[src/rtl/core/sfe_pkg.sv]
// Shared types and constants of the stereo feedback echo.
// Used by sfe_lane and stereo_feedback_echo; depends on nothing.
`default_nettype none

package sfe_pkg;

    localparam int SFE_LINE_DEPTH  = 131072;
    localparam int SFE_SAMPLE_BITS = 16;

    localparam int SFE_CFG_W  = 17;
    localparam int SFE_FB_W   = 16;
    localparam int SFE_GAIN_W = 17;
    localparam int SFE_FRAC   = 16;

    localparam logic [SFE_FB_W-1:0]   SFE_FB_MAX  = 16'd58982;
    localparam logic [SFE_GAIN_W-1:0] SFE_WET_MAX = 17'd65536;
    localparam int                    SFE_DELAY_RST = 24000;
    localparam int                    SFE_ROUND     = 32768;

    typedef enum logic [1:0] {
        CFG_DELAY = 2'd0,
        CFG_FB    = 2'd1,
        CFG_WET   = 2'd2,
        CFG_MODE  = 2'd3
    } sfe_cfg_idx_t;

    // Where the delayed sample of an item comes from.
    typedef struct packed {
        logic hit;
        logic fwd_prev;
        logic fwd_hold;
    } sfe_fwd_t;

endpackage

`default_nettype wire

[src/rtl/core/sfe_lane.sv]
// One channel of the echo datapath: delayed-sample select, gain products,
// rounding, sums and saturation. Depends on sfe_pkg.
`default_nettype none

module sfe_lane
    import sfe_pkg::*;
#(
    parameter int SAMPLE_BITS = SFE_SAMPLE_BITS
) (
    input  wire logic                          clk,
    input  wire logic                          adv,
    input  wire logic signed [SAMPLE_BITS-1:0] sample,
    input  wire sfe_fwd_t                      fwd,
    input  wire logic signed [SAMPLE_BITS-1:0] fwd_data,
    input  wire logic signed [SAMPLE_BITS-1:0] ram_data,
    input  wire logic        [SFE_GAIN_W-1:0]  fb_gain,
    input  wire logic        [SFE_GAIN_W-1:0]  wet_gain,
    output logic signed      [SAMPLE_BITS-1:0] fb_sum,
    output logic signed      [SAMPLE_BITS-1:0] wet_sum
);

    localparam int PW = SAMPLE_BITS + SFE_GAIN_W + 1;
    localparam int SW = SAMPLE_BITS + 3;

    function automatic logic [SAMPLE_BITS-1:0] sat(input logic [SW-1:0] v);
        logic [SAMPLE_BITS-1:0] res;
        if (v[SW-1:SAMPLE_BITS-1] == {4{v[SW-1]}})
        begin
            res = v[SAMPLE_BITS-1:0];
        end
        else if (v[SW-1])
        begin
            res = {1'b1, {(SAMPLE_BITS-1){1'b0}}};
        end
        else
        begin
            res = {1'b0, {(SAMPLE_BITS-1){1'b1}}};
        end
        return res;
    endfunction

    logic signed [SAMPLE_BITS-1:0] delayed;
    logic signed [PW-1:0]          prod_fb_reg;
    logic signed [PW-1:0]          prod_wet_reg;
    logic signed [SAMPLE_BITS-1:0] sample_reg;
    logic        [PW-1:0]          rnd_fb;
    logic        [PW-1:0]          rnd_wet;
    logic        [SW-1:0]          tot_fb;
    logic        [SW-1:0]          tot_wet;

    always_comb
    begin
        priority if (!fwd.hit)
        begin
            delayed = '0;
        end
        else if (fwd.fwd_prev)
        begin
            delayed = fb_sum;
        end
        else if (fwd.fwd_hold)
        begin
            delayed = fwd_data;
        end
        else
        begin
            delayed = ram_data;
        end
    end

    always_ff @(posedge clk)
    begin
        if (adv)
        begin
            prod_fb_reg  <= delayed * $signed({1'b0, fb_gain});
            prod_wet_reg <= delayed * $signed({1'b0, wet_gain});
            sample_reg   <= sample;
        end
    end

    // floor((p + 2^15) / 2^16), then add the dry sample
    assign rnd_fb  = prod_fb_reg + PW'(SFE_ROUND);
    assign rnd_wet = prod_wet_reg + PW'(SFE_ROUND);
    assign tot_fb  = {{3{sample_reg[SAMPLE_BITS-1]}}, sample_reg}
                   + {rnd_fb[PW-1], rnd_fb[PW-1:SFE_FRAC]};
    assign tot_wet = {{3{sample_reg[SAMPLE_BITS-1]}}, sample_reg}
                   + {rnd_wet[PW-1], rnd_wet[PW-1:SFE_FRAC]};

    assign fb_sum  = sat(tot_fb);
    assign wet_sum = sat(tot_wet);

endmodule

`default_nettype wire

[config.mk]
export PLATFORM = sky130hd
export DESIGN_NAME = sfe_lane
export DESIGN_NICKNAME = d
export VERILOG_FILES = /design/src/rtl/core/sfe_pkg.sv /design/src/rtl/core/sfe_lane.sv
export SDC_FILE = /design/constraint.sdc
export NUM_CORES = 1
export LEC_CHECK = 0
export BUFFER_PORTS_ARGS = -buffer_cell sky130_fd_sc_hd__buf_2
export CAP_MARGIN = 40
export CORE_ASPECT_RATIO = 1.1
export CORE_MARGIN = 5
export CORE_UTILIZATION = 31
export CTS_CLUSTER_SIZE = 16
export DETAILED_ROUTE_END_ITERATION = 16
export SLEW_MARGIN = 20
export SYNTH_ARGS = -nofsm -noshare
export SYNTH_HDL_FRONTEND = slang
export SYNTH_SLANG_ARGS = --single-unit
[constraint.sdc]
create_clock -name clk -period 9.75 [get_ports clk]
set_clock_uncertainty 0.2 [all_clocks]
set_input_delay 1.95 -clock clk [delete_from_list [all_inputs] [get_ports clk]]
set_output_delay 1.95 -clock clk [all_outputs]
set_load 0.005 [all_outputs]
==> impl_metrics.yaml <==
hold_path:
  hp-start: "sample_reg[0]$_DFFE_PP_"
  holdPathStages: 7
  whs_endpoint: "prod_wet_reg[20]$_DFFE_PP_"
  hold_path_class: "flop to flop"
routing:
  initialDrtViolationCount: 1168
  vias: 19600
  drtAntennaViolNets: 0
  drt_first_pass_iters: 6
  wl_met2_um: 36700
  wl_um: 72200
  routedWlPerCell_um: 18.2
  wl_met3_um: 3870
  vias_per_cell: 4.95
  top_layer: "met5"
  drt-met1-wl_um: 28800
  drc: 0
timing:
  post-route-period-util: 1.03
  worst_pin_slew_ns: 0.871
  slew_headroom: 0.419
  period_needed_ns: 10.05
  setup_viol: 19
  hold_violations: 0
  fin_ws_ns: -0.298
  rsz0062_at_grt: "true"
  slew_viol_final: 0
  max_freq_ghz: 0.0995
floorplanning:
  ios: 119
  start_util: 0.311
  die-area_um2: 80100
  rows: 105
  core_um2: 74200
  fp.dieH_um: 296
  die_w_um: 270
synthesis:
  ys_ff_latch: 54
  syn_avg_cell_area_um2: 8.66
  syn_area_um2: 23100
  synth_edf_count: 54
  synth_seq_area_share: 0.0702
  ys.warnings.count: 0
  syn_inst: 2666
  async_reset_ff_frac: 0
  synth_cell_type_count: 79
  synth_top_flop_cell: "edfxtp_1"
  synth_nets: 3450
job:
  drv_cap: 0
global_route:
  grt-ovfl-total: 0
  grt_max_degree: 65
  grt_usage: 0.176
  grt_antenna_before_repair: 2
  grt_pass1_vias: 20400
  grt_pass1_wl_um: 112000
clock_tree:
  cts_sinks: 54
  clock_latency_ns: 0.30
  path_clk_slew_ns: 0.08
  cts_root_buffer: "clkbuf_16"
  cts.hold.buffers_added: 0
  cts.htree.levels: 2
  cts_buffers: 5
  cts_tree: "yes"
  cts_buffer_depth: 2
placed_design:
  portBuffers: 118
  dpl_cell_area_um2: 26800
  dp_hpwl_um: 60400
  gp_congestion: 0.921
finish:
  nNetsFinal: 3781
  drive_above_1_share: 0.238
  fin_area_um2: 28600
  mostFrequentLayoutCells: "inv_1, fa_1, buf_4, nand2_1, ha_1"
  syn_to_final_growth_pct: 23.8
  layout_commonest_cell: "inv_1"
worst_setup_path:
  cp_common_cell: "fa_1"
  cp_max_fo: 6
  ff2ff_path_depth: 41
  cpPeakStageDelay_ns: 0.61
  setup.worst_path.end_class: "flop"
  crit_arrival_ns: 9.90
  crit_type: "flop to flop"
  regToRegSetupSlack_ns: -0.30
  rr_endpoint: "prod_fb_reg[33]$_DFFE_PP_"
  cp.required_ns: 9.60
  cp-start-kind: "flop"
  reg2reg_from: "prod_fb_reg[15]$_DFFE_PP_"
  cpMaxStageDelayCell: "mux4_2"
status:
  outcome: "complete, but fails checks"
  violations: "negative setup slack"
logic make-up (layout without fill, tap and decap cells):
logic type,after synthesis,after routing,synth area share
AOI/OAI and AO/OA,308,308,0.0925
xor gates and xnor gates,95,95,0.0363
adders and majority gates,697,697,0.513
buffers and inverters,640,971,0.106
DFF,54,54,0.0702
muxes,17,17,0.00807
other,0,1,0
and+or+nand+nor,855,856,0.174
critical path, delay by kind of cell, from the launching register on:
family,cells,cell delay (ns)
simple gates,7,1.21
flops,1,0.43
buf+inv,6,0.65
fa+ha+maj,9,3.70
compound gates,16,2.52
xor+xnor,2,0.46
mux,1,0.61
repair_timing:
| action | CTS | global route |
|---|---|---|
| resized for setup | 76 | 197 |
| pin swaps | 36 | 123 |
| endpoints found under the setup margin | 34 | 36 |
| setup buffers | 19 | 22 |
| gates cloned | 2 | 2 |
synthesized netlist by cell type (all sizes together), types with 3 or more instances:
cell type,instances,share of area
a2111oi,4,0.0021
a211oi,15,0.0049
a21boi,4,0.0013
a21o,55,0.018
a21oi,89,0.020
a221oi,6,0.0025
a31oi,6,0.0019
and2,119,0.032
and3,21,0.0057
and4,4,0.0015
buf,39,0.0084
clkbuf,82,0.013
edfxtp,54,0.070
fa,416,0.36
ha,281,0.15
inv,519,0.084
mux2,3,0.0015
mux2i,13,0.0056
nand2,274,0.045
nand2b,15,0.0041
nand3,123,0.027
nand4,23,0.0062
nor2,203,0.033
nor2b,27,0.0077
nor3,13,0.0028
o211ai,6,0.0022
o21a,13,0.0042
o21ai,58,0.013
o21bai,14,0.0046
o311ai,4,0.0026
o31ai,11,0.0042
or2,21,0.0057
or3,5,0.0014
xnor2,55,0.021
xor2,40,0.015
how the worst max path moves through the flow:
stage	from	end	slack [ns]	depth (start not counted)
3_3_place_gp	prod_fb_reg[19]$_DFFE_PP_	prod_fb_reg[33]$_DFFE_PP_	-0.53	38
2_1_floorplan	prod_fb_reg[15]$_DFFE_PP_	prod_fb_reg[33]$_DFFE_PP_	0.01	43
3_5_place_dp	prod_fb_reg[15]$_DFFE_PP_	prod_fb_reg[33]$_DFFE_PP_	-0.53	38
5_1_grt	prod_fb_reg[16]$_DFFE_PP_	prod_fb_reg[33]$_DFFE_PP_	-0.69	41
4_1_cts	prod_fb_reg[16]$_DFFE_PP_	prod_fb_reg[33]$_DFFE_PP_	-0.11	38
6_report	prod_fb_reg[15]$_DFFE_PP_	prod_fb_reg[33]$_DFFE_PP_	-0.30	41
cell type report:
type / instances / area [um^2]
Clock buffer: 5 / 125
Inverter: 519 / 1950
Clock inverter: 3 / 26.3
Multi-Input combinational cell: 1973 / 20100
Timing Repair Buffer: 444 / 3530
Sequential cell: 54 / 1620
Antenna cell: 1 / 2.50
Fill cell: 7507 / 45600
Tap cell: 963 / 1200
stage by stage:
step | setup TNS [ns] | hold WS, ns | utilization | std cells | worst slack, ns
2_1_floorplan | 0 | 1.01 | - | 2666 | 0.0134
3_3_place_gp | -6.14 | 1.43 | 0.361 | 3912 | -0.533
3_5_place_dp | -9.85 | 1.45 | 0.361 | 3912 | -0.526
4_1_cts | -0.352 | 1.52 | 0.371 | 3941 | -0.107
5_1_grt | -12.66 | 1.50 | 0.385 | 3961 | -0.686
6_report | -2.09 | 1.42 | 0.385 | 3962 | -0.298
layer usage:
layer	vias up	GRT usage
met2	579	0.322
met3	134	0.0240
li1	9070	-
met4	2	0.0518
met5	-	0
met1	9823	0.217
Power is not shown: default switching activity piles up to over one toggle a cycle in this logic, so the estimate is an artifact.
